### src/rtl/pvb_pkg.sv
// Shared types and codes for the point voxel binning block.
`timescale 1ns / 1ps

package pvb_pkg;

   // One input beat
   typedef struct packed {
      logic [1:0]         mode;
      logic signed [31:0] pos_x;
      logic signed [31:0] pos_y;
      logic signed [31:0] pos_z;
      logic               point_valid;
      logic [31:0]        point_age;
      logic [7:0]         cell_x;
      logic [7:0]         cell_y;
      logic [7:0]         cell_z;
   } pvb_req_type;

   // One result beat
   typedef struct packed {
      logic        in_grid;
      logic [11:0] cell_index;
      logic [15:0] cell_count;
   } pvb_rsp_type;

   // Command to the shared multiply unit: prod = (op_a + op_add) * op_b
   typedef struct packed {
      logic        en;
      logic [31:0] op_a;
      logic [7:0]  op_add;
      logic [31:0] op_b;
   } pvb_mul_req_type;

   // Item modes
   localparam logic [1:0] MODE_ADD   = 2'd0;
   localparam logic [1:0] MODE_CLEAR = 2'd1;
   localparam logic [1:0] MODE_READ  = 2'd2;

   // Register indexes
   localparam logic [2:0] CSR_MIN_X  = 3'd0;
   localparam logic [2:0] CSR_MIN_Y  = 3'd1;
   localparam logic [2:0] CSR_MIN_Z  = 3'd2;
   localparam logic [2:0] CSR_INV_X  = 3'd3;
   localparam logic [2:0] CSR_INV_Y  = 3'd4;
   localparam logic [2:0] CSR_INV_Z  = 3'd5;
   localparam logic [2:0] CSR_DIMS   = 3'd6;
   localparam logic [2:0] CSR_EXPIRE = 3'd7;

   localparam logic [15:0] COUNT_MAX = 16'hFFFF;
   localparam logic [31:0] INV_RESET = 32'd65536;

endpackage

### src/rtl/pvb_mul.sv
// Shared add-then-multiply unit with a registered 64-bit product.
`timescale 1ns / 1ps

module pvb_mul
   import pvb_pkg::*;
(
   input  logic            clock,
   input  pvb_mul_req_type cmd,
   output logic [63:0]     prod
);

   logic [31:0] sum_in;
   logic [63:0] prod_in;
   logic [63:0] prod_ff;

   // Pre-add the small addend, then one 32x32 multiply
   assign sum_in  = cmd.op_a + {24'd0, cmd.op_add};
   assign prod_in = {32'd0, sum_in} * {32'd0, cmd.op_b};

   always_ff @(posedge clock) begin
      if (cmd.en) begin
         prod_ff <= prod_in;
      end
   end

   assign prod = prod_ff;

endmodule
### config.mk
export PLATFORM = sky130hd
export DESIGN_NAME = pvb_mul
export DESIGN_NICKNAME = d
export VERILOG_FILES = /design/src/rtl/pvb_pkg.sv /design/src/rtl/pvb_mul.sv
export SDC_FILE = /design/constraint.sdc
export NUM_CORES = 2
export LEC_CHECK = 0
export ABC_AREA = 1
export BUFFER_PORTS_ARGS = -buffer_cell sky130_fd_sc_hd__buf_2
export CAP_MARGIN = 20
export CORE_MARGIN = 5
export CORE_UTILIZATION = 50
export CTS_CLUSTER_SIZE = 16
export DETAILED_ROUTE_END_ITERATION = 6
export PLACE_DENSITY = 0.64
export SLEW_MARGIN = 10
export SYNTH_ARGS = -nofsm -noshare
export SYNTH_HDL_FRONTEND = slang
export SYNTH_SLANG_ARGS = --single-unit
### constraint.sdc
create_clock -name clock -period 20.2 [get_ports clock]
set_input_delay 4.04 -clock clock [delete_from_list [all_inputs] [get_ports clock]]
set_output_delay 4.04 -clock clock [all_outputs]
set_load 0.05 [all_outputs]
Yosys cells after proc, flatten, opt, wreduce, memory -nomap -nowiden. Index checks and enable logic that the tools add are counted.

$add $sub $neg: 1. Multipliers: 1.

Operators with widths (number): 32-bit by 32-bit multiplier with 64-bit output (1); 32-bit by 8-bit adder with 32-bit output (1).

Bits in registers: 64. Bits of input ports: 74. Logic and storage cells: 3.

Depth between registers and ports, before layout.
Word-level depth: 2. Depth in mapped cells: 42.

Worst setup path before layout. OpenSTA, ideal clock, no wires.

Path kind: input-to-reg. Start point: input cmd[32] (netlist bit). End point: register prod_ff[63], in the netlist prod[63] (data pin). Arrival: 11.152 ns. Data required time: 19.948 ns. Path slack: 8.795 ns. Cell stages on the path: 34. Path buffers: 1. Cell sequence: ha_1 inv_1 fa_1 inv_1 nand3_1 nand2_1 a21oi_1 o21ai_1 nand3_2 nand2_2 buf_2 nor2_1 fa_1 inv_1 fa_1 fa_1 fa_1 inv_1 fa_1 fa_1 fa_1 inv_1 fa_1 inv_1 ha_1 nand2_1 nor2_1 inv_1 nor3_1 nand2_1 nor3_1 nand2_1 nand3_1 nand2_1.

Cells in the longest elaborated chain, start to end: 2.

RTL lines: from (decl) (line pvb_mul.sv:8) `input pvb_mul_req_type cmd,`; 32-bit by 8-bit adder with 32-bit output (line pvb_mul.sv:17) `assign sum_in = cmd.op_a + {24'd0, cmd.op_add};`; 32-bit by 32-bit multiplier with 64-bit output (line pvb_mul.sv:18) `assign prod_in = {32'd0, sum_in} * {32'd0, cmd.op_b};`; named net prod_in[63] (line pvb_mul.sv:13) `logic [63:0] prod_in;`; to (signal assigned) (line pvb_mul.sv:22) `prod_ff <= prod_in;`; to (decl) (line pvb_mul.sv:14) `logic [63:0] prod_ff;`.

The timed path passes the listed nets, and every way through them passes these cells. A chain may end at the register's enable or synchronous reset.

Final worst setup path.
Start point: input cmd[32] (netlist bit). End point: register prod_ff[53], in the netlist prod[53] (data pin).

The elaborated chain is that of the path after synthesis.

==> flow_summary_export.csv <==
group,metric,value,unit
clock_network,cts-root-buf,"clkbuf_16",
timing,tightest_slew,1.141,ns
timing,finalHoldViolCount,0,
timing,hold-worst-slack,4.346,ns
cells_and_area,fin_area,39360,um^2
yosys,synth-main-ff-cell,"edfxtp_1",
clock_network,cts.reportedPaths.clkPinSlew,0.06,ns
routing,wl_per_cell,23.76,um
timing,drv_slew,0,
yosys,yosys.cell_types.count,36,
placed_design,dp_hpwl,112100,um
run,drv_cap,0,
worst_setup_path,required,20.31,ns
worst_setup_path,critPathMaxFanout,15,
routing,viasPerCell,5.529,
clock_network,ctsResizeCount,0,
yosys,syn-instance-count,4777,
yosys,synth_top_area_share,47.70,%
routing,routed_wl,136800,um
timing,fmax,0.07331,GHz
yosys,synthArstFlopShare,0,%
cells_and_area,syn_to_final_growth,4.550,%
worst_setup_path,slowest_stage,"fa_1",
floorplanning,dieHeight,284.4,um
timing,rsz0062_at_grt,"false",
placed_design,place_congestion,1.020,
yosys,yosysWarnings,0,
cells_and_area,drive_above_1_share,5.139,%
cells_and_area,fill_cells,7312,
clock_network,htreeDepth,3,
clock_network,numCtsBuffers,9,
floorplanning,core_area,74570,um^2
timing,fin_crit_sh,67.52,%
cells_and_area,largest_reg_flops,64,
timing,relSlewSlack,23.95,%
global_route,antenna_found_initial,4,
clock_network,postCtsSetupBuffers,0,
timing,tns,0,ns
yosys,synth_most_common_cell,"inv_1",
worst_setup_path,crit_path_start_kind,"input port",
worst_setup_path,max_stage_delay,0.60,ns
placed_design,port_buffers,137,
worst_setup_path,worstSetupPathType,"input port to flip-flop",
clock_network,cts_tree,"built",
status,status,"finished, final reports clean",
worst_setup_path,worst_path_most_repeated_cell,"nand2_1",
global_route,grt_first_pass_wirelength,206500,um
global_route,grt_max_degree,65,
floorplanning,rows,100,
floorplanning,initial_core_util,50.48,%
cells_and_area,nNetsFinal,6025,
worst_setup_path,cp_num_buf_inv,9,
yosys,synth.area.top_cells,"fa_1 (48%), inv_1 (12%), nand2_1 (9.5%), ha_1 (9.0%), nor2_1 (6.5%)",
floorplanning,die_area,80870,um^2
yosys,syn_area,37640,um^2
yosys,ys_seq_elements,64,
global_route,grt_pass1_vias,32350,
clock_network,cts.sinks,64,
yosys,syn_area_per_cell,7.880,um^2
floorplanning,die_width,284.4,um
routing,drt-initial-drc-count,3170,
yosys,yosysTopAreaCell,"fa_1",
placed_design,post_dp_cell_area,39070,um^2
worst_setup_path,critPathLaunch,"cmd[32]",
timing,setup_viol,0,
timing,min_period,13.64,ns
cells_and_area,fin_util,52.78,%
yosys,syn-num-nets,6019,
worst_setup_path,endpoint_kind,"flip-flop",
yosys,synth_edf_count,64,
worst_setup_path,cp_top_family,"adder cells",
yosys,synth_seq_area_share,5.106,%
routing,drc,0,
worst_setup_path,crit_arrival,13.75,ns
routing,final_antenna_net_count,0,
clock_network,clock_path_buffers,2,
global_route,grt_usage,34.13,%
floorplanning,io_pins,138,
routing,dr.pass1.iters,5,
global_route,grt_overflow,0,
clock_network,hold_buffers,0,
worst_setup_path,cp.depth,36,
worst_setup_path,crit_end,"prod[53]",
routing,via_count,31830,
min_path,hp-class,"input port to flip-flop",
yosys,synth_commonest_cells,"inv_1 (1252), nand2_1 (956), fa_1 (897)",
[how the worst min path moves through the flow]
stage | from | to | cells past startpoint
after floorplan | cmd[72] | prod[0] | 0
after global placement | prod[0] | prod[0] | 1
after detailed placement | prod[40] | prod[40] | 1
after CTS | cmd[0] | prod[0] | 3
after global routing | cmd[0] | prod[0] | 3
final | cmd[0] | prod[0] | 3
[metal layers]
layer | track usage, % | up-vias | part of all wire (%)
met5 | 0 | - | 0
met4 | 15.01 | 0 | 6.0
met3 | 7.348 | 351 | 10
met2 | 53.79 | 1734 | 45
met1 | 45.84 | 16020 | 39
li1 | - | 13730 | -
[cells by family (layout without fill, tap and decap cells)]
| kind of cell | Yosys count | count (layout) | share of synthesized area (%) |
|---|---|---|---|
| AND/OR/NAND/NOR | 1976 | 1976 | 21.32 |
| buffers and inverters | 1453 | 1463 | 14.81 |
| adder cells (fa/ha/maj) | 1168 | 1168 | 56.71 |
| AO/OA/AOI/OAI | 79 | 79 | 1.190 |
| flip-flops | 64 | 64 | 5.106 |
| XOR/XNOR | 37 | 37 | 0.8609 |
| other | 0 | 1 | 0 |
[layout make-up]
type	instances	area, um^2	area share (%)
flip-flops and latches	64	1922	4.883
repair buffers	183	1031	2.620
well taps	969	1212	3.081
clock buffers	9	225.2	0.5723
multi-input cells	3260	30150	76.62
clock inverters	6	61.31	0.1558
inverters	1265	4748	12.07
diodes	1	2.502	0.006358
[cell usage in the layout, fill, tap and decap left out, drive strengths merged]
cell type and n:
o21bai 14, edfxtp 64, xnor2 4, bufinv 1, fa 897, o21ai 12, nand2 973, clkbuf 9
buf 183, o21a 1, nor3 23, nand3 286, clkinvlp 1, a21o 3, inv 1260, nor4 4
or2 11, nand3b 2, a21oi 49, clkinv 9, and3 2, ha 271, nand4 26, diode 1
nor2 649, xor2 33
[through the flow]
stage	instances	setup slack, ns
6_report	5757	6.560
5_1_grt	5757	6.228
4_1_cts	5756	6.790
3_5_place_dp	5741	6.429
3_3_place_gp	5741	6.456
2_1_floorplan	4777	8.795
Power is left out: the tool's default activity adds up to more than one toggle a clock period on the data nets, which glitch-free logic cannot reach.
